## src/hw/rtl/agr_pkg.sv

```systemverilog
// ----------------------------------------------------------------------------
// ADC sample glitch repair: shared types and constants
// Beat formats for both channels, the decoded sample passed from the front
// to the back, register indexes and the window fill states.
// ----------------------------------------------------------------------------
package agr_pkg;

  // Configuration register indexes.
  localparam logic REG_JUMP_THRESHOLD     = 1'b0;
  localparam logic REG_NEIGHBOR_THRESHOLD = 1'b1;

  // Reset values of the thresholds.
  localparam logic [15:0] JUMP_THRESHOLD_RESET     = 16'd8192;
  localparam logic [15:0] NEIGHBOR_THRESHOLD_RESET = 16'd8192;

  // Sample decoding constants.
  localparam logic [12:0] CODE_CENTRE  = 13'd2048;
  localparam int          SAMPLE_SHIFT = 4;
  localparam int          OTR_BIT      = 30;

  // The over-range tally saturates at its widest value.
  localparam logic [14:0] TALLY_MAX = 15'h7FFF;

  // One input beat.
  typedef struct packed {
    logic [31:0] gpio_word;
    logic        last;
  } item_t;

  // One result beat.
  typedef struct packed {
    logic signed [15:0] sample;
    logic               over_range;
    logic               repaired;
    logic [14:0]        block_overrange_count;
    logic [31:0]        glitch_total;
    logic               end_of_block;
  } result_t;

  // Decoded sample handed from the front to the back.
  typedef struct packed {
    logic signed [15:0] sample;
    logic               over_range;
    logic               last;
  } cmd_t;

  // How much of the three-sample window is occupied.
  typedef enum logic [1:0] {
    FILL_EMPTY,
    FILL_FIRST,
    FILL_FULL
  } fill_t;

endpackage

```

## src/hw/rtl/adc_sample_glitch_repair.sv

```systemverilog
// ----------------------------------------------------------------------------
// ADC sample glitch repair
// Decodes GPIO snapshots into centred ADC samples, repairs isolated glitches
// over a three-sample window and counts over-range samples and repairs.
// ----------------------------------------------------------------------------
//  Channel   Handshake        Beat                 Notes
//  input     push / full      item  (item_t)       one GPIO snapshot
//  result    empty / pop      result (result_t)    zero, one or two beats per item
//  config    cfg_we           cfg_index, cfg_data  no wait, no read-back
//
//  One item is taken per cycle while full is low. Each sample is
//  registered in the front queue, then the back end writes its beats
//  into the result queue. The back end takes a sample only when the
//  result queue has room for two beats, so a stalled pop fills the
//  result queue and then the front queue before full rises.
//  Synchronous reset empties both queues and clears window and tallies.
// ----------------------------------------------------------------------------
module adc_sample_glitch_repair #(
  parameter int CMD_DEPTH = 4,
  parameter int RES_DEPTH = 4
) (
  input  logic             clk,
  input  logic             rst,
  input  logic             push,
  output logic             full,
  input  agr_pkg::item_t   item,
  output logic             empty,
  input  logic             pop,
  output agr_pkg::result_t result,
  input  logic             cfg_we,
  input  logic             cfg_index,
  input  logic [15:0]      cfg_data
);

  logic          cmd_valid;
  logic          cmd_take;
  agr_pkg::cmd_t cmd;
  logic [15:0]   jump_threshold;
  logic [15:0]   neighbor_threshold;

  // Threshold registers.
  always_ff @(posedge clk) begin
    if (rst) begin
      jump_threshold     <= agr_pkg::JUMP_THRESHOLD_RESET;
      neighbor_threshold <= agr_pkg::NEIGHBOR_THRESHOLD_RESET;
    end else if (cfg_we) begin
      case (cfg_index)
        agr_pkg::REG_JUMP_THRESHOLD:     jump_threshold     <= cfg_data;
        agr_pkg::REG_NEIGHBOR_THRESHOLD: neighbor_threshold <= cfg_data;
        default:                         jump_threshold     <= jump_threshold;
      endcase
    end
  end

  agr_front #(
    .CMD_DEPTH (CMD_DEPTH)
  ) u_front (
    .clk       (clk),
    .rst       (rst),
    .push      (push),
    .full      (full),
    .item      (item),
    .cmd_valid (cmd_valid),
    .cmd       (cmd),
    .cmd_take  (cmd_take)
  );

  agr_back #(
    .RES_DEPTH (RES_DEPTH)
  ) u_back (
    .clk                (clk),
    .rst                (rst),
    .cmd_valid          (cmd_valid),
    .cmd                (cmd),
    .cmd_take           (cmd_take),
    .jump_threshold     (jump_threshold),
    .neighbor_threshold (neighbor_threshold),
    .empty              (empty),
    .pop                (pop),
    .result             (result)
  );

endmodule

```

## src/hw/rtl/agr_front.sv

```systemverilog
// ----------------------------------------------------------------------------
// ADC sample glitch repair: front end
// Accepts GPIO snapshots, gathers the scattered ADC pins into a centred
// sample and queues the decoded samples for the back end.
// ----------------------------------------------------------------------------
module agr_front #(
  parameter int CMD_DEPTH = 4
) (
  input  logic           clk,
  input  logic           rst,
  input  logic           push,
  output logic           full,
  input  agr_pkg::item_t item,
  output logic           cmd_valid,
  output agr_pkg::cmd_t  cmd,
  input  logic           cmd_take
);

  localparam int PW = $clog2(CMD_DEPTH);
  localparam int CW = $clog2(CMD_DEPTH + 1);

  // Word bit that feeds each code bit, code bit 0 first.
  localparam logic [4:0] CODE_SRC [0:11] = '{
    5'd17, 5'd8, 5'd10, 5'd12, 5'd14, 5'd24, 5'd15, 5'd13, 5'd11, 5'd9, 5'd7, 5'd16
  };

  agr_pkg::cmd_t     mem [CMD_DEPTH];
  logic [PW-1:0]     wptr;
  logic [PW-1:0]     rptr;
  logic [CW-1:0]     count;
  logic [11:0]       code;
  logic signed [12:0] centred;
  agr_pkg::cmd_t     decoded;
  logic              do_push;
  logic              do_pop;

  // Gather the data pins and centre the code.
  always_comb begin
    for (int k = 0; k < 12; k++) begin
      code[k] = item.gpio_word[CODE_SRC[k]];
    end
    centred            = $signed({1'b0, code}) - $signed(agr_pkg::CODE_CENTRE);
    decoded.sample     = {centred[11:0], {agr_pkg::SAMPLE_SHIFT{1'b0}}};
    decoded.over_range = item.gpio_word[agr_pkg::OTR_BIT];
    decoded.last       = item.last;
  end

  assign full      = (count == CW'(CMD_DEPTH));
  assign cmd_valid = (count != '0);
  assign cmd       = mem[rptr];
  assign do_push   = push && !full;
  assign do_pop    = cmd_take && cmd_valid;

  // Queue storage.
  always_ff @(posedge clk) begin
    if (do_push) begin
      mem[wptr] <= decoded;
    end
  end

  // Queue pointers and occupancy.
  always_ff @(posedge clk) begin
    if (rst) begin
      wptr  <= '0;
      rptr  <= '0;
      count <= '0;
    end else begin
      if (do_push) begin
        wptr <= (wptr == PW'(CMD_DEPTH - 1)) ? '0 : wptr + 1'b1;
      end
      if (do_pop) begin
        rptr <= (rptr == PW'(CMD_DEPTH - 1)) ? '0 : rptr + 1'b1;
      end
      if (do_push && !do_pop) begin
        count <= count + 1'b1;
      end else if (do_pop && !do_push) begin
        count <= count - 1'b1;
      end
    end
  end

endmodule

```

## src/hw/rtl/agr_back.sv

```systemverilog
// ----------------------------------------------------------------------------
// ADC sample glitch repair: back end
// Runs the three-sample repair window and the tallies on each decoded
// sample and writes up to two result beats per sample into a result queue.
// ----------------------------------------------------------------------------
module agr_back #(
  parameter int RES_DEPTH = 4
) (
  input  logic             clk,
  input  logic             rst,
  input  logic             cmd_valid,
  input  agr_pkg::cmd_t    cmd,
  output logic             cmd_take,
  input  logic [15:0]      jump_threshold,
  input  logic [15:0]      neighbor_threshold,
  output logic             empty,
  input  logic             pop,
  output agr_pkg::result_t result
);

  localparam int PW = $clog2(RES_DEPTH);
  localparam int CW = $clog2(RES_DEPTH + 1);

  agr_pkg::result_t   mem [RES_DEPTH];
  logic [PW-1:0]      wptr;
  logic [PW-1:0]      wptr_inc;
  logic [PW-1:0]      wptr_b;
  logic [PW-1:0]      rptr;
  logic [CW-1:0]      count;
  logic [1:0]         n_write;
  logic               do_pop;

  // Window and tally state.
  agr_pkg::fill_t     fill;
  agr_pkg::fill_t     fill_next;
  logic signed [15:0] prior_output;
  logic signed [15:0] prior_output_next;
  logic signed [15:0] held_sample;
  logic signed [15:0] held_sample_next;
  logic               held_over_range;
  logic               held_over_range_next;
  logic [14:0]        overrange_tally;
  logic [14:0]        overrange_tally_next;
  logic [31:0]        repair_tally;
  logic [31:0]        repair_tally_next;

  // Window arithmetic.
  logic signed [16:0] d_prior;
  logic signed [16:0] d_next;
  logic signed [16:0] d_nbr;
  logic [16:0]        a_prior;
  logic [16:0]        a_next;
  logic [16:0]        a_nbr;
  logic signed [16:0] nbr_sum;
  logic signed [16:0] nbr_sum_adj;
  logic signed [16:0] nbr_mean;
  logic               repair;
  logic               emit_held;
  logic               emit_last;
  logic [14:0]        tally_now;
  logic signed [15:0] held_out;
  agr_pkg::result_t   res_a;
  agr_pkg::result_t   res_b;

  // A sample is taken only when the queue has room for both of its beats.
  assign cmd_take = cmd_valid && (count <= CW'(RES_DEPTH - 2));

  // Jumps to both neighbours and the neighbour spread.
  always_comb begin
    d_prior = 17'(held_sample) - 17'(prior_output);
    d_next  = 17'(held_sample) - 17'(cmd.sample);
    d_nbr   = 17'(prior_output) - 17'(cmd.sample);
    a_prior = d_prior[16] ? 17'(-d_prior) : 17'(d_prior);
    a_next  = d_next[16]  ? 17'(-d_next)  : 17'(d_next);
    a_nbr   = d_nbr[16]   ? 17'(-d_nbr)   : 17'(d_nbr);
    // Mean of the neighbours, truncated toward zero.
    nbr_sum     = 17'(prior_output) + 17'(cmd.sample);
    nbr_sum_adj = (nbr_sum[16] && nbr_sum[0]) ? nbr_sum + 17'sd1 : nbr_sum;
    nbr_mean    = nbr_sum_adj >>> 1;
    repair = (fill == agr_pkg::FILL_FULL) && !held_over_range &&
             (a_prior > {1'b0, jump_threshold}) &&
             (a_next  > {1'b0, jump_threshold}) &&
             (a_nbr   < {1'b0, neighbor_threshold});
    held_out = repair ? nbr_mean[15:0] : held_sample;
  end

  // Window state update and the beats for this sample.
  always_comb begin
    emit_held = (fill != agr_pkg::FILL_EMPTY);
    emit_last = cmd.last;
    tally_now = (cmd.over_range && (overrange_tally != agr_pkg::TALLY_MAX)) ?
                overrange_tally + 15'd1 : overrange_tally;

    fill_next            = fill;
    prior_output_next    = prior_output;
    held_sample_next     = held_sample;
    held_over_range_next = held_over_range;
    overrange_tally_next = overrange_tally;
    repair_tally_next    = repair_tally;

    if (cmd_take) begin
      overrange_tally_next = tally_now;
      if (emit_held) begin
        prior_output_next = held_out;
        repair_tally_next = repair_tally + {31'd0, repair};
      end
      if (emit_last) begin
        prior_output_next    = cmd.sample;
        overrange_tally_next = '0;
        fill_next            = agr_pkg::FILL_EMPTY;
        held_sample_next     = '0;
        held_over_range_next = 1'b0;
      end else begin
        held_sample_next     = cmd.sample;
        held_over_range_next = cmd.over_range;
        case (fill)
          agr_pkg::FILL_EMPTY: fill_next = agr_pkg::FILL_FIRST;
          default:             fill_next = agr_pkg::FILL_FULL;
        endcase
      end
    end

    res_a.sample                = held_out;
    res_a.over_range            = held_over_range;
    res_a.repaired              = repair;
    res_a.block_overrange_count = tally_now;
    res_a.glitch_total          = repair_tally + {31'd0, repair};
    res_a.end_of_block          = 1'b0;

    res_b.sample                = cmd.sample;
    res_b.over_range            = cmd.over_range;
    res_b.repaired              = 1'b0;
    res_b.block_overrange_count = tally_now;
    res_b.glitch_total          = res_a.glitch_total;
    res_b.end_of_block          = 1'b1;
  end

  // Window state registers.
  always_ff @(posedge clk) begin
    if (rst) begin
      fill            <= agr_pkg::FILL_EMPTY;
      prior_output    <= '0;
      held_sample     <= '0;
      held_over_range <= 1'b0;
      overrange_tally <= '0;
      repair_tally    <= '0;
    end else begin
      fill            <= fill_next;
      prior_output    <= prior_output_next;
      held_sample     <= held_sample_next;
      held_over_range <= held_over_range_next;
      overrange_tally <= overrange_tally_next;
      repair_tally    <= repair_tally_next;
    end
  end

  // Result queue: the held beat goes first, the final beat of a block after it.
  assign wptr_inc = (wptr == PW'(RES_DEPTH - 1)) ? '0 : wptr + 1'b1;
  assign wptr_b   = emit_held ? wptr_inc : wptr;
  assign n_write  = cmd_take ? ({1'b0, emit_held} + {1'b0, emit_last}) : 2'd0;
  assign empty    = (count == '0);
  assign result   = mem[rptr];
  assign do_pop   = pop && !empty;

  always_ff @(posedge clk) begin
    if (cmd_take && emit_held) begin
      mem[wptr] <= res_a;
    end
    if (cmd_take && emit_last) begin
      mem[wptr_b] <= res_b;
    end
  end

  always_ff @(posedge clk) begin
    if (rst) begin
      wptr  <= '0;
      rptr  <= '0;
      count <= '0;
    end else begin
      case (n_write)
        2'd1:    wptr <= wptr_inc;
        2'd2:    wptr <= (wptr_inc == PW'(RES_DEPTH - 1)) ? '0 : wptr_inc + 1'b1;
        default: wptr <= wptr;
      endcase
      if (do_pop) begin
        rptr <= (rptr == PW'(RES_DEPTH - 1)) ? '0 : rptr + 1'b1;
      end
      count <= count + CW'(n_write) - CW'(do_pop);
    end
  end

endmodule

```

## config.mk

```make
export PLATFORM = sky130hd
export DESIGN_NAME = adc_sample_glitch_repair
export DESIGN_NICKNAME = d
export VERILOG_FILES = /design/src/hw/rtl/agr_pkg.sv /design/src/hw/rtl/adc_sample_glitch_repair.sv /design/src/hw/rtl/agr_front.sv /design/src/hw/rtl/agr_back.sv
export SDC_FILE = /design/constraint.sdc
export NUM_CORES = 1
export LEC_CHECK = 0
export ABC_CLOCK_PERIOD_IN_PS = 7900
export BUFFER_PORTS_ARGS = -buffer_cell sky130_fd_sc_hd__buf_2
export CAP_MARGIN = 20
export CORE_ASPECT_RATIO = 1.75
export CORE_UTILIZATION = 56
export CTS_CLUSTER_DIAMETER = 100
export DETAILED_ROUTE_END_ITERATION = 7
export HOLD_SLACK_MARGIN = 0.12
export PLACE_DENSITY_LB_ADDON = 0.15
export REMOVE_ABC_BUFFERS = 1
export SLEW_MARGIN = 10
export SYNTH_ARGS = -nofsm -noshare
export SYNTH_HDL_FRONTEND = slang
export SYNTH_SLANG_ARGS = --single-unit
```

## constraint.sdc

```tcl
create_clock -name clk -period 7.9 [get_ports clk]
set_clock_uncertainty 0.2 [all_clocks]
set_input_delay 1.185 -clock clk [delete_from_list [all_inputs] [get_ports clk]]
set_output_delay 1.185 -clock clk [all_outputs]
set_load 0.01 [all_outputs]
```

# Word-level counts from Yosys, hierarchy flattened
# Memories as Yosys holds them, arrays and structs flattened. A register that Yosys moved wholly into a read port is not among the register bits.
# Index checks and enable logic that the tools add are counted.
# totals
reg_bits	128
mem_bits_rw	320
input_bits	55
wordCells	115
mem_count	2
# op_classes
add_sub_neg	21
n_lt_le_gt_ge	4
n_eq_ne	10
mux	33
bitwise_logic	1
reduce_logical	30
# memory_table
memory	depth	word_bits	rd	rd_ports_with_merged_regs	write_ports	line_no	text
u_back.mem	4	66	1	1	2	agr_back.sv:24	agr_pkg::result_t mem [RES_DEPTH];
u_front.mem	4	14	1	1	1	agr_front.sv:27	agr_pkg::cmd_t mem [CMD_DEPTH];
# op_table
op	count
$mux 17	4
$mux 16	4
$neg 17->17	3
$sub 16x16->17	3
$gt 17x16->1	2
$add 32x1->32	1
$mux 15	2
$mux 2	13
$add 16x16->17	1
$add 17x2->17 const B	1
$lt 17x16->1	1
$add 15x1->15 const B	1
$ne 15x15->1 const B	1
$eq 2x2->1 const B	7
$logic_and 1x1->1	14
$sub 12x12->12 const B	1
$add 2x1->2 const B	5
$reduce_and 2->1	4
$reduce_bool 2->1	4
$mux 1	7
$mux 3	2
$logic_not 1->1	5
$pmux 2 s2	1
$add 3x1->3 const B	1
11 further kinds	11

# Depth between registers and ports, before layout
# Gate-level depths: netlist (run 1).
# depth
ltp_word	10
mapped_depth	41

# By module
# From an unflattened synthesis (run 1), not the netlist that was laid out.
# hier_totals
cells_unflattened	2457
area_unflattened_um2	25756.0
# modules_own_cells
mod	instances	cells_each	area_each_um2	seq_area_each_um2
agr_back	1	2204	21847.2	9669.3
agr_front	1	129	2560.0	1861.8
adc_sample_glitch_repair	1	124	1348.8	640.6

# Worst setup path after synthesis (run 1)
# No wires, ideal clock.
# synth_timing
path_kind	register to register
startpoint	reg (tool-made name)
endpoint	mem u_back.mem[1][29] (netlist name), data pin
setup_ns	0.265
arrival_ns	7.224
setup_slack_ns	0.211
stages_incl_launch_ff	35
path_buffers	3
period_less_slack_ns	7.689
cell_sequence	dfxtp_1 > clkbuf_1 > buf_1 > mux2_2 > o21ai_1 > fa_1 > nand3b_1 > or3_1 > nor4b_4 > nand2_1 > o21ai_0 > xnor2_1 > ha_1 > nand4_1 > nor2_1 > o31ai_1 > nand3_1 > a31oi_1 > o2111ai_1 > a31oi_1 > o211ai_2 > buf_4 > inv_1 > ha_1 > ha_1 > nand3_1 > nor2_1 > and3_1 > nand4_1 > nor3_1 > nand3_1 > nor2_1 > nand3_1 > xor2_1 > nor2_1
# synth_lines
element	line_no
end: declaration	agr_back.sv:24

==> summary.md, run 1 <==
| Metric | Value |
|---|---|
| Status | complete, no violations |
| TritonCTS Sinks | 448 |
| Overall power | 12.7 mW |
| Clock power share | between 10% and 20% |
| Die Width | ~160 um |
| Async SR Flop Fraction | 0% |
| Avg Inst Size Synth | between 10 and 15 um^2 |
| Row count | 99 |
| Switching share of power | 43.1% |
| Cell area after synthesis | 0.0239 mm^2 |
| CP bufs+invs | 6 |
| First-pass GRT wire length | 91400 um |
| Drt drc | 0 |
| Gr usage total | 27.3% |
| Post-synthesis sequential area ratio | around 50% |
| GP Congestion | between 0.9 and 1 |
| DR vias | 17400 |
| Slew HR | between 30 and 40% |
| Final layout net count | 2555 |
| CP Launch Type | flop |
| Slowest cell on crit path | a2111oi_0 |
| Synth Area in Simple Gates | 14.5% |
| Largest family of logic cells by synthesized area | simple AND/OR/NAND/NOR gates |
| Setup slack, reg-to-reg | 350 ps |
| Worst hold path endpoint | u_back.mem[2][52] |
| Starting DRT DRC Count | 937 |
| Vias in the first global route | 17800 |
| Clock-pin slew on the worst setup and hold paths | 70 ps |
| CTS tree | built |
| Reg2reg path depth | 37 |
| N_diodes | 0 |
| Final slew viol count | 0 |
| Peak supply drop | 0.649 mV |
| Area Growth Syn to Fin | 13.2% |
| Slowest stage delay, CP | about 380 ps |
| # Max-Cap Violations | 0 |
| DP Area | approximately 0.026 mm^2 |
| Vias/cell | 5.88 |
| Core ar. | 0.0419 mm^2 |
| Die Y | 275 um |
| Starting Density | 57.1% |
| Sequential share of power | 25.1% |
| EDFF count, synth | 296 |
| DP Cell Count | 2887 |
| Syn Inst Count | 2223 |
| Worst hold start | u_back.mem[2][52] |
| IO Pins | 123 |
| Num CTS Buffers | 40 |
| Max FO, Critical Path | 10 |
| Leakage | roughly 9.6 nW |
| Number of H-tree levels | 2 |
| Final Setup Violations | 0 |
| CTS Root Buffer Type | clkbuf_16 |
| Overall routed net length | between 50000 and 60000 um |
| Final WS setup | 346 ps |
| Most frequent cells in the layout | nor2_1 (320), edfxtp_1 (296), nand2_1 (205) |
| Number of port buffers | 103 |
| Yosys warns | 0 |
| Layout cells sized above 1 | 18.5% |
| DR WL/cell | 19.7 um |
| Worst setup EP type | flop |
| Int Power | 7.26 mW |
| Final number of hold-violating endpoints | 0 |
| Distinct cell type count after synthesis | 91 |
| GRT overflow | 0 |
| Tmin final | 7550 ps |
| Largest delay contributor family on the critical path | compound AO/OA/AOI/OAI gates |
| Compound-gate portion of the synthesized area | 10.7% |
| Post-route insts no fill | 2966 |
| Largest net degree at the start of global routing | 75 |
| WP data arrival | 7620 ps |
| Slew at the pin with the worst max-slew slack | ~1000 ps |
| HPWL Detailed | 40300 um |
| Die area | 0.0436 mm^2 |
| Hold crit path type | reg2reg |
| Remaining antenna violation count | 0 |
| Switching power | 5.49 mW |
| Hold path cells | 2 |
| Final period util | 95.6% |
| Setup CP Type | reg2reg |
| Adder and majority gate portion of the synthesized area | 6.49% |
| Post-Synth XOR/XNOR Area | between 5 and 6% |
| Ys flop type | edfxtp_1 |
| Clk_lat worst skew | 550 ps |
| Design Area, Final | 0.0271 mm^2 |
| Pre-CTS setup slack | -181 ps |
| Pwr Density | between 400 and 500 mW/mm^2 |
| Peak Freq | 132 MHz |
| Clock buffer depth | 3 |
| Commonest non-fill, non-tap cell in the layout | nor2_1 |
| Critical path required time | ~8000 ps |
| Logic pwr share | between 50% and 60% |
| WHS | 245 ps |
| Antenna violations before repair | 0 |
| Reg-to-Reg End | u_back.mem[0][28] |
| Most used cell, CP | nor2_1 |
| Yosys reg bits | around 450 |
| Hold buffer count at CTS | 0 |
| Router iterations before antenna repair | 5 |
| Multiplexer area fraction after synthesis | 8.89% |
==> cells in the mapped netlist (all sizes together) (15+ instances only) <==
master  number  area share [%]
and2        21            0.55
a21o        15            0.47
a21oi      122             2.6
mux4        68             6.4
nand4       17            0.44
nand2      205             3.2
inv        117             1.8
xor2        67             2.5
buf         21            0.53
o21ai       86             1.8
o221ai      16            0.80
nor2       324             5.1
xnor2       92             3.4
edfxtp     296              37
nor3        47            0.98
o22ai       56             1.5
clkbuf      91             1.4
mux2i       31             1.9
dfxtp      152              13
or3         15            0.41
nand2b      15            0.39
ha         116             6.1
a31oi       16            0.47
nand3       34            0.71
nor2b       21            0.55
==> power groups by stage <==
| stage | clock [mW] | sequential (mW) | combinational [mW] |
|---|---|---|---|
| floorplan | 0 | 3.22 | 5.04 |
| global placement | 0 | 3.21 | 7.24 |
| detailed placement | 0 | 3.24 | 7.41 |
| CTS | 1.95 | 3.20 | 7.48 |
| global route | 2.03 | 3.24 | 8.38 |
| finish | 1.92 | 3.19 | 7.63 |
==> worst register-to-register path, delay by kind of cell, from the launching register on <==
kind / cells / cell delay (ps)
compound gates: 12 / 2650
simple gates: 13 / 1610
buf+inv: 6 / 940
fa+ha+maj: 3 / 790
xor+xnor: 2 / 380
flops: 1 / 370
mux: 1 / 340
==> per-layer routing <==
layer	track usage, %	wire length (um)	up-vias
li1	-	-	8293
met4	14.8	3090	0
met5	0	0	-
met2	53.0	32300	466
met1	28.1	21000	8527
met3	2.53	2170	156
==> registers in the layout (all words and copies together) (netlist names), named ones only <==
register / cells
jump_threshold: 16
neighbor_threshold: 16
u_back.count: 3
u_back.fill: 2
u_back.held_over_range: 1
u_back.held_sample: 12
u_back.mem: 264
u_back.overrange_tally: 15
u_back.prior_output: 16
u_back.repair_tally: 32
u_back.rptr: 2
u_back.wptr: 2
u_front.count: 3
u_front.mem: 56
u_front.rptr: 2
u_front.wptr: 2
==> logic make-up after synthesis <==
logic type | after synthesis
buffers and inverters | 229
DFF | 448
AOI/OAI and AO/OA | 398
and+or+nand+nor | 756
muxes | 112
adders and majority gates | 121
xor gates and xnor gates | 159
==> area by class of cell <==
type,instances,area [um^2]
sequential,448,11900
timing repair buffer,226,1470
clock inverter,21,179
multi-input combinational,1546,11200
inverter,117,443
fill,3360,14800
clock buffer,53,1100
tap,555,694
==> per-stage QoR <==
step / utilization, % / TNS (ps)
finish: 64.6 / 0
global placement: 61.1 / -20.3
global route: 64.6 / -70.0
detailed placement: 61.1 / -1890
floorplan: - / -10410
CTS: 64.2 / 0
==> how the worst max path moves through the flow <==
| stage | startpoint | to | slack (ps) | cells after the start |
|---|---|---|---|---|
| after floorplan | flop | u_back.mem[1][29] | -430 | 34 |
| after global placement | flop | u_back.mem[1][29] | -7 | 37 |
| after detailed placement | flop | u_back.mem[3][29] | -180 | 37 |
| after CTS | flop | u_back.mem[3][29] | 80 | 38 |
| after global routing | flop | u_back.mem[3][28] | -10 | 37 |
| final | flop | u_back.mem[0][28] | 350 | 37 |
==> timing repair <==
item | 4_1_cts | 5_1_grt
gates resized for setup | 2 | 27
pin swaps | 0 | 7
setup buffers | 0 | 4
hold endpoints to repair | 0 | 0
setup endpoints to repair | 23 | 42
Power figures use the tool's default switching activity.
==> inputs of run 2 (changes only) <==
--- a/config.mk
+++ b/config.mk
@@ -12,6 +12,7 @@
 export CORE_UTILIZATION = 56
 export CTS_CLUSTER_DIAMETER = 100
 export DETAILED_ROUTE_END_ITERATION = 7
+export GPL_TIMING_DRIVEN = 0
 export HOLD_SLACK_MARGIN = 0.12
 export PLACE_DENSITY_LB_ADDON = 0.15
 export REMOVE_ABC_BUFFERS = 1
==> summary.md, run 2 (synthesized netlist as in run 1, its figures left out) <==
| Metric | Value |
|---|---|
| Vias/cell | 5.93 (+0.86%) |
| Num CTS Buffers | 39 (-2.5%) |
| Peak supply drop | 0.438 mV (-33%) |
| DR WL/cell | 20.1 um (+1.6%) |
| Max FO, Critical Path | 7 (-3) |
| Antenna violations before repair | 0 (unchanged) |
| WP data arrival | 7830 ps (+210 ps) |
| GRT overflow | 0 (unchanged) |
| Most used cell, CP | ha_4 |
| Die Y | 275 um (unchanged) |
| Hold crit path type | reg2reg |
| Slew HR | 33.4% (+2.9 points) |
| Leakage | 9.40 nW (-1.8%) |
| Status | complete, no violations |
| Worst setup EP type | flop |
| Final Setup Violations | 0 (unchanged) |
| Most frequent cells in the layout | nor2_1 (319), edfxtp_1 (296), nand2_1 (203) |
| Largest net degree at the start of global routing | 74 (-1.3%) |
| Regs by FF count | u_back.mem x264, u_front.mem x56, u_back.repair_tally x32 |
| IO Pins | 123 (unchanged) |
| Starting Density | 57.1% (unchanged) |
| Vias in the first global route | 17600 (-1.2%) |
| Clock power share | 16.8% (+1.7 points) |
| Switching share of power | 42.6% (-0.46 points) |
| Row count | 99 (unchanged) |
| Router iterations before antenna repair | 5 (unchanged) |
| Core ar. | 0.0419 mm^2 (unchanged) |
| Setup CP Type | reg2reg |
| HPWL Detailed | 39700 um (-1.5%) |
| RSZ-0062 raised after global routing | yes |
| N_diodes | 0 (unchanged) |
| Setup slack, reg-to-reg | 150 ps (-190 ps) |
| Critical path required time | 7980 ps (about the same) |
| Number of H-tree levels | 2 (unchanged) |
| Gr usage total | 27.1% (-0.14 points) |
| # Max-Cap Violations | 0 (unchanged) |
| Final period util | 98.0% (+2.4 points) |
| Starting DRT DRC Count | 1047 (+12%) |
| Switching power | 5.36 mW (-2.4%) |
| Die area | 0.0436 mm^2 (unchanged) |
| Layout cells sized above 1 | 17.8% (-0.70 points) |
| Clk_lat worst skew | 560 ps (about the same) |
| Int Power | 7.22 mW (-0.52%) |
| Post-route insts no fill | 2892 (-2.5%) |
| CTS tree | built |
| Final layout net count | 2482 (-2.9%) |
| Slew at the pin with the worst max-slew slack | 996 ps (-46.0 ps) |
| CTS Root Buffer Type | clkbuf_16 |
| Top reg by flops | u_back.mem |
| Logic pwr share | 57.6% (-2.3 points) |
| Slowest cell on crit path | fa_2 |
| Commonest non-fill, non-tap cell in the layout | nor2_1 |
| Area Growth Syn to Fin | 13.5% |
| Layout Utilization | 64.9% (+0.22 points) |
| Overall routed net length | 58000 um (-0.98%) |
| Number of port buffers | 103 (unchanged) |
| DR vias | 17200 (-1.7%) |
| Die Width | 158 um (unchanged) |
| TritonCTS Sinks | 448 (unchanged) |
| Peak Freq | 129 MHz (-2.5%) |
| Remaining antenna violation count | 0 (unchanged) |
| GP Congestion | 0.891 (-7.8%) |
| Clock buffer depth | 3 (unchanged) |
| Max FFs per register | 264 (unchanged) |
| Final slew viol count | 0 (unchanged) |
| Total Neg Setup Slack | 0 ps (unchanged) |
| Pwr Density | 463 mW/mm^2 (-1.6%) |
| First-pass GRT wire length | 90600 um (-0.80%) |
| Slowest stage delay, CP | 460 ps (+80 ps) |
| DP Cell Count | 2783 (-3.6%) |
| Clock-pin slew on the worst setup and hold paths | 70 ps (about the same) |
| Sequential share of power | 25.6% (+0.5 points) |
| Drt drc | 0 (unchanged) |
| Final number of hold-violating endpoints | 0 (unchanged) |
| CP Launch Type | flop |
| Tmin final | 7750 ps (+192 ps) |
[run 2: worst max-delay path: cells and delay by family, from the launching register on]
family                   cells  cell delay, ps
AND/OR/NAND/NOR             14            2920
AO/OA/AOI/OAI                7            1310
adder cells (fa/ha/maj)      5            1300
buffers and inverters        5             580
XOR/XNOR                     2             420
flip-flops                   1             410
multiplexers                 1             310
[run 2: path summary, 6_finish.rpt]
kind / from / to / cells past startpoint
setup reg to reg: flop / u_back.mem[1][29] / 34
setup / recovery: flop / u_back.mem[1][29] / 34
hold / removal: u_back.mem[2][52] / u_back.mem[2][52] / 2
hold reg to reg: u_back.mem[2][52] / u_back.mem[2][52] / 2
[run 2: area by class of cell]
cell class	instances	area [um^2]
Inverter	117	453
Sequential cell	448	12000
Multi-Input combinational cell	1546	11500
Clock inverter	16	273
Tap cell	555	694
Fill cell	3331	14700
Clock buffer	56	1160
Timing Repair Buffer	154	1120
[run 2: routing by layer]
layer,GRT usage (%),part of all wire [%]
met1,28.0,36
met2,52.1,55
met3,2.34,3.1
met4,16.3,5.8
met5,0,0
[run 2: stage by stage]
step | power (mW) | hold slack [ps] | area, um^2 | worst slack, ps
floorplan | 8.26 | 217 | 23400 | -427
global placement | 9.84 | 228 | 24700 | -3350
detailed placement | 10.1 | 238 | 25000 | -2620
CTS | 12.5 | 246 | 26900 | 27.5
global route | 13.5 | 272 | 27200 | -102
finish | 12.6 | 248 | 27200 | 155
[run 2: timing repair]
item,CTS,global route
buffers inserted,16,21
gates resized for setup,56,27
hold buffers,0,0
pin swaps,16,28
endpoints found under the setup margin,212,43
endpoints found under the hold margin,0,0
cloned,0,1
[run 2: power groups by stage]
stage,logic (mW),clock network [mW],registers (mW)
after detailed placement,6.86,0,3.26
after global placement,6.51,0,3.34
after floorplan,5.04,0,3.22
after global routing,8.03,2.22,3.27
after CTS,7.12,2.13,3.22
final,7.24,2.11,3.23
==> inputs of run 3 (changes only) <==
--- a/config.mk
+++ b/config.mk
@@ -8,7 +8,7 @@
 export ABC_CLOCK_PERIOD_IN_PS = 7900
 export BUFFER_PORTS_ARGS = -buffer_cell sky130_fd_sc_hd__buf_2
 export CAP_MARGIN = 20
-export CORE_ASPECT_RATIO = 1.75
+export CORE_ASPECT_RATIO = 2
 export CORE_UTILIZATION = 56
 export CTS_CLUSTER_DIAMETER = 100
 export DETAILED_ROUTE_END_ITERATION = 7
==> summary.md, run 3 (synthesized netlist as in run 1, its figures left out) <==
| Metric | Value |
|---|---|
| Setup slack, reg-to-reg | 190 ps (+40 ps) |
| CTS Root Buffer Type | clkbuf_16 |
| Die Width | 148 um (-6.4%) |
| Vias/cell | 5.98 (+0.87%) |
| Final slew viol count | 0 (unchanged) |
| Max FO, Critical Path | 8 (+1) |
| Area Growth Syn to Fin | 14.1% |
| Setup CP Type | reg2reg |
| Router iterations before antenna repair | 8 (+3) |
| # Max-Cap Violations | 0 (unchanged) |
| Layout Utilization | 65.1% (+0.23 points) |
| DP Cell Count | 2771 (-0.43%) |
| Overall power | 12.7 mW (+0.89%) |
| Num CTS Buffers | 39 (unchanged) |
| Final number of hold-violating endpoints | 0 (unchanged) |
| GP Congestion | 0.970 (+8.9%) |
| Drt drc | 0 (unchanged) |
| Final period util | 97.6% (-0.45 points) |
| Pwr Density | 465 mW/mm^2 (+0.43%) |
| Critical path required time | 8200 ps (+220 ps) |
| Remaining antenna violation count | 0 (unchanged) |
| Clock-pin slew on the worst setup and hold paths | 70 ps (about the same) |
| Final WS setup | 190 ps (+35.2 ps) |
| DR vias | 17300 (+0.94%) |
| Overall routed net length | 60600 um (+4.4%) |
| Commonest non-fill, non-tap cell in the layout | nor2_1 |
| HPWL Detailed | 41300 um (+4.1%) |
| Reg-to-Reg End | u_back.repair_tally[29] |
| Layout cells sized above 1 | 18.8% (+1.0 points) |
| Peak Freq | 130 MHz (+0.46%) |
| Peak supply drop | 0.557 mV (+27%) |
| Core ar. | 0.0419 mm^2 (+0.10%) |
| Status | complete, no violations |
| Regs by FF count | u_back.mem x264, u_front.mem x56, u_back.repair_tally x32 |
| Clock buffer depth | 3 (unchanged) |
| Slowest stage delay, CP | 450 ps (about the same) |
| CTS tree | built |
| Slew HR | 26.8% (-6.6 points) |
| Slew at the pin with the worst max-slew slack | 1100 ps (+99.1 ps) |
| Row count | 106 (+7.1%) |
| Pre-CTS setup slack | -2790 ps (-162 ps) |
| Most frequent cells in the layout | nor2_1 (318), edfxtp_1 (296), nand2_1 (203) |
| Hold crit path type | reg2reg |
| Final layout net count | 2498 (+0.64%) |
| DR WL/cell | 20.9 um (+4.4%) |
| IO Pins | 123 (unchanged) |
| Reg2reg path depth | 34 (unchanged) |
| Antenna violations before repair | 1 (+1) |
| Max FFs per register | 264 (unchanged) |
| Starting Density | 57.1% (-0.058 points) |
| Die area | 0.0436 mm^2 (about the same) |
| TritonCTS Sinks | 448 (unchanged) |
| Tmin final | 7710 ps (-35.2 ps) |
| Setup crit end | u_back.repair_tally[29] |
| Clk_lat worst skew | 560 ps (about the same) |
| Vias in the first global route | 17700 (+0.38%) |
| Post-route insts no fill | 2894 (+0.069%) |
| Total Neg Setup Slack | 0 ps (unchanged) |
| GRT overflow | 0 (unchanged) |
| Gr usage total | 27.8% (+0.67 points) |
| Worst setup EP type | flop |
| Leakage | 9.48 nW (+0.91%) |
| RSZ-0062 raised after global routing | yes |
| Starting DRT DRC Count | 864 (-17%) |
| Slowest cell on crit path | or3_1 |
| CP Launch Type | flop |
| Die Y | 294 um (+6.9%) |
| First-pass GRT wire length | 92300 um (+1.9%) |
| WP data arrival | 8010 ps (+180 ps) |
| Number of port buffers | 103 (unchanged) |
| Top reg by flops | u_back.mem |
| Final Setup Violations | 0 (unchanged) |
| Number of H-tree levels | 2 (unchanged) |
| Largest net degree at the start of global routing | 76 (+2.7%) |
run 3: changes by cell type in the layout (fill, tap and decap cells not counted), moves of 2 or more:
cell	before	now
a31oi_2	5	3
nor3_4	0	2
clkbuf_1	7	4
ha_1	112	110
bufinv_16	6	3
xor2_2	6	4
buf_4	38	52
a31oi_4	1	3
clkinv_1	2	4
clkbuf_8	8	4
clkinv_2	3	8
xnor2_1	90	88
xnor2_2	2	4
run 3: worst max-delay path, delay by kind of cell, from the launching register on:
kind	cells	cell delay [ps]
XOR/XNOR	2	350
adder cells (fa/ha/maj)	3	860
multiplexers	1	180
AO/OA/AOI/OAI	10	1900
buffers and inverters	4	570
flip-flops	1	400
AND/OR/NAND/NOR	14	3170
run 3: through the flow:
stage	instance area (um^2)	hold WS, ps
floorplan	23400	217
global placement	24600	228
detailed placement	25000	237
CTS	26900	247
global route	27300	265
finish	27300	247
run 3: how the worst min path moves through the flow:
stage                             end  cells after the start         startpoint  slack [ps]
finish              u_back.mem[2][50]                      2  u_back.mem[2][50]         250
global route         u_back.mem[0][0]                      2   u_back.mem[0][0]         260
CTS                 u_back.mem[2][50]                      2  u_back.mem[2][50]         250
detailed placement   u_back.mem[3][0]                      2   u_back.mem[3][0]         240
global placement     u_back.mem[1][0]                      2   u_back.mem[1][0]         230
floorplan            u_back.mem[2][0]                      2   u_back.mem[2][0]         220
run 3: metal layers:
metal | vias to the layer above | wire length, um | track usage (%)
met2 | 520 | 33800 | 54.9
met5 | - | 0 | 0
li1 | 8181 | - | -
met4 | 0 | 4130 | 18.5
met1 | 8429 | 20300 | 26.1
met3 | 185 | 2390 | 3.07
run 3: timing repair:
action / 4_1_cts / 5_1_grt
cloned: 0 / 1
endpoints found under the setup margin: 240 / 67
gates resized for setup: 64 / 37
hold buffers: 0 / 0
pin swaps: 14 / 35
buffers inserted: 22 / 29
run 3: power by group:
| group | switching [mW] | internal (mW) |
|---|---|---|
| combinational | 4.34 | 3.16 |
| clock | 0.885 | 1.08 |
| sequential | 0.258 | 2.97 |
| total | 5.48 | 7.21 |
run 3: final cells by class:
class	instances	area (um^2)
Fill cell	3329	14600
Sequential cell	448	12000
Multi-Input combinational cell	1546	11600
Timing Repair Buffer	170	1260
Clock buffer	48	1070
Tap cell	540	676
Inverter	117	453
Clock inverter	24	255
Antenna cell	1	2.50
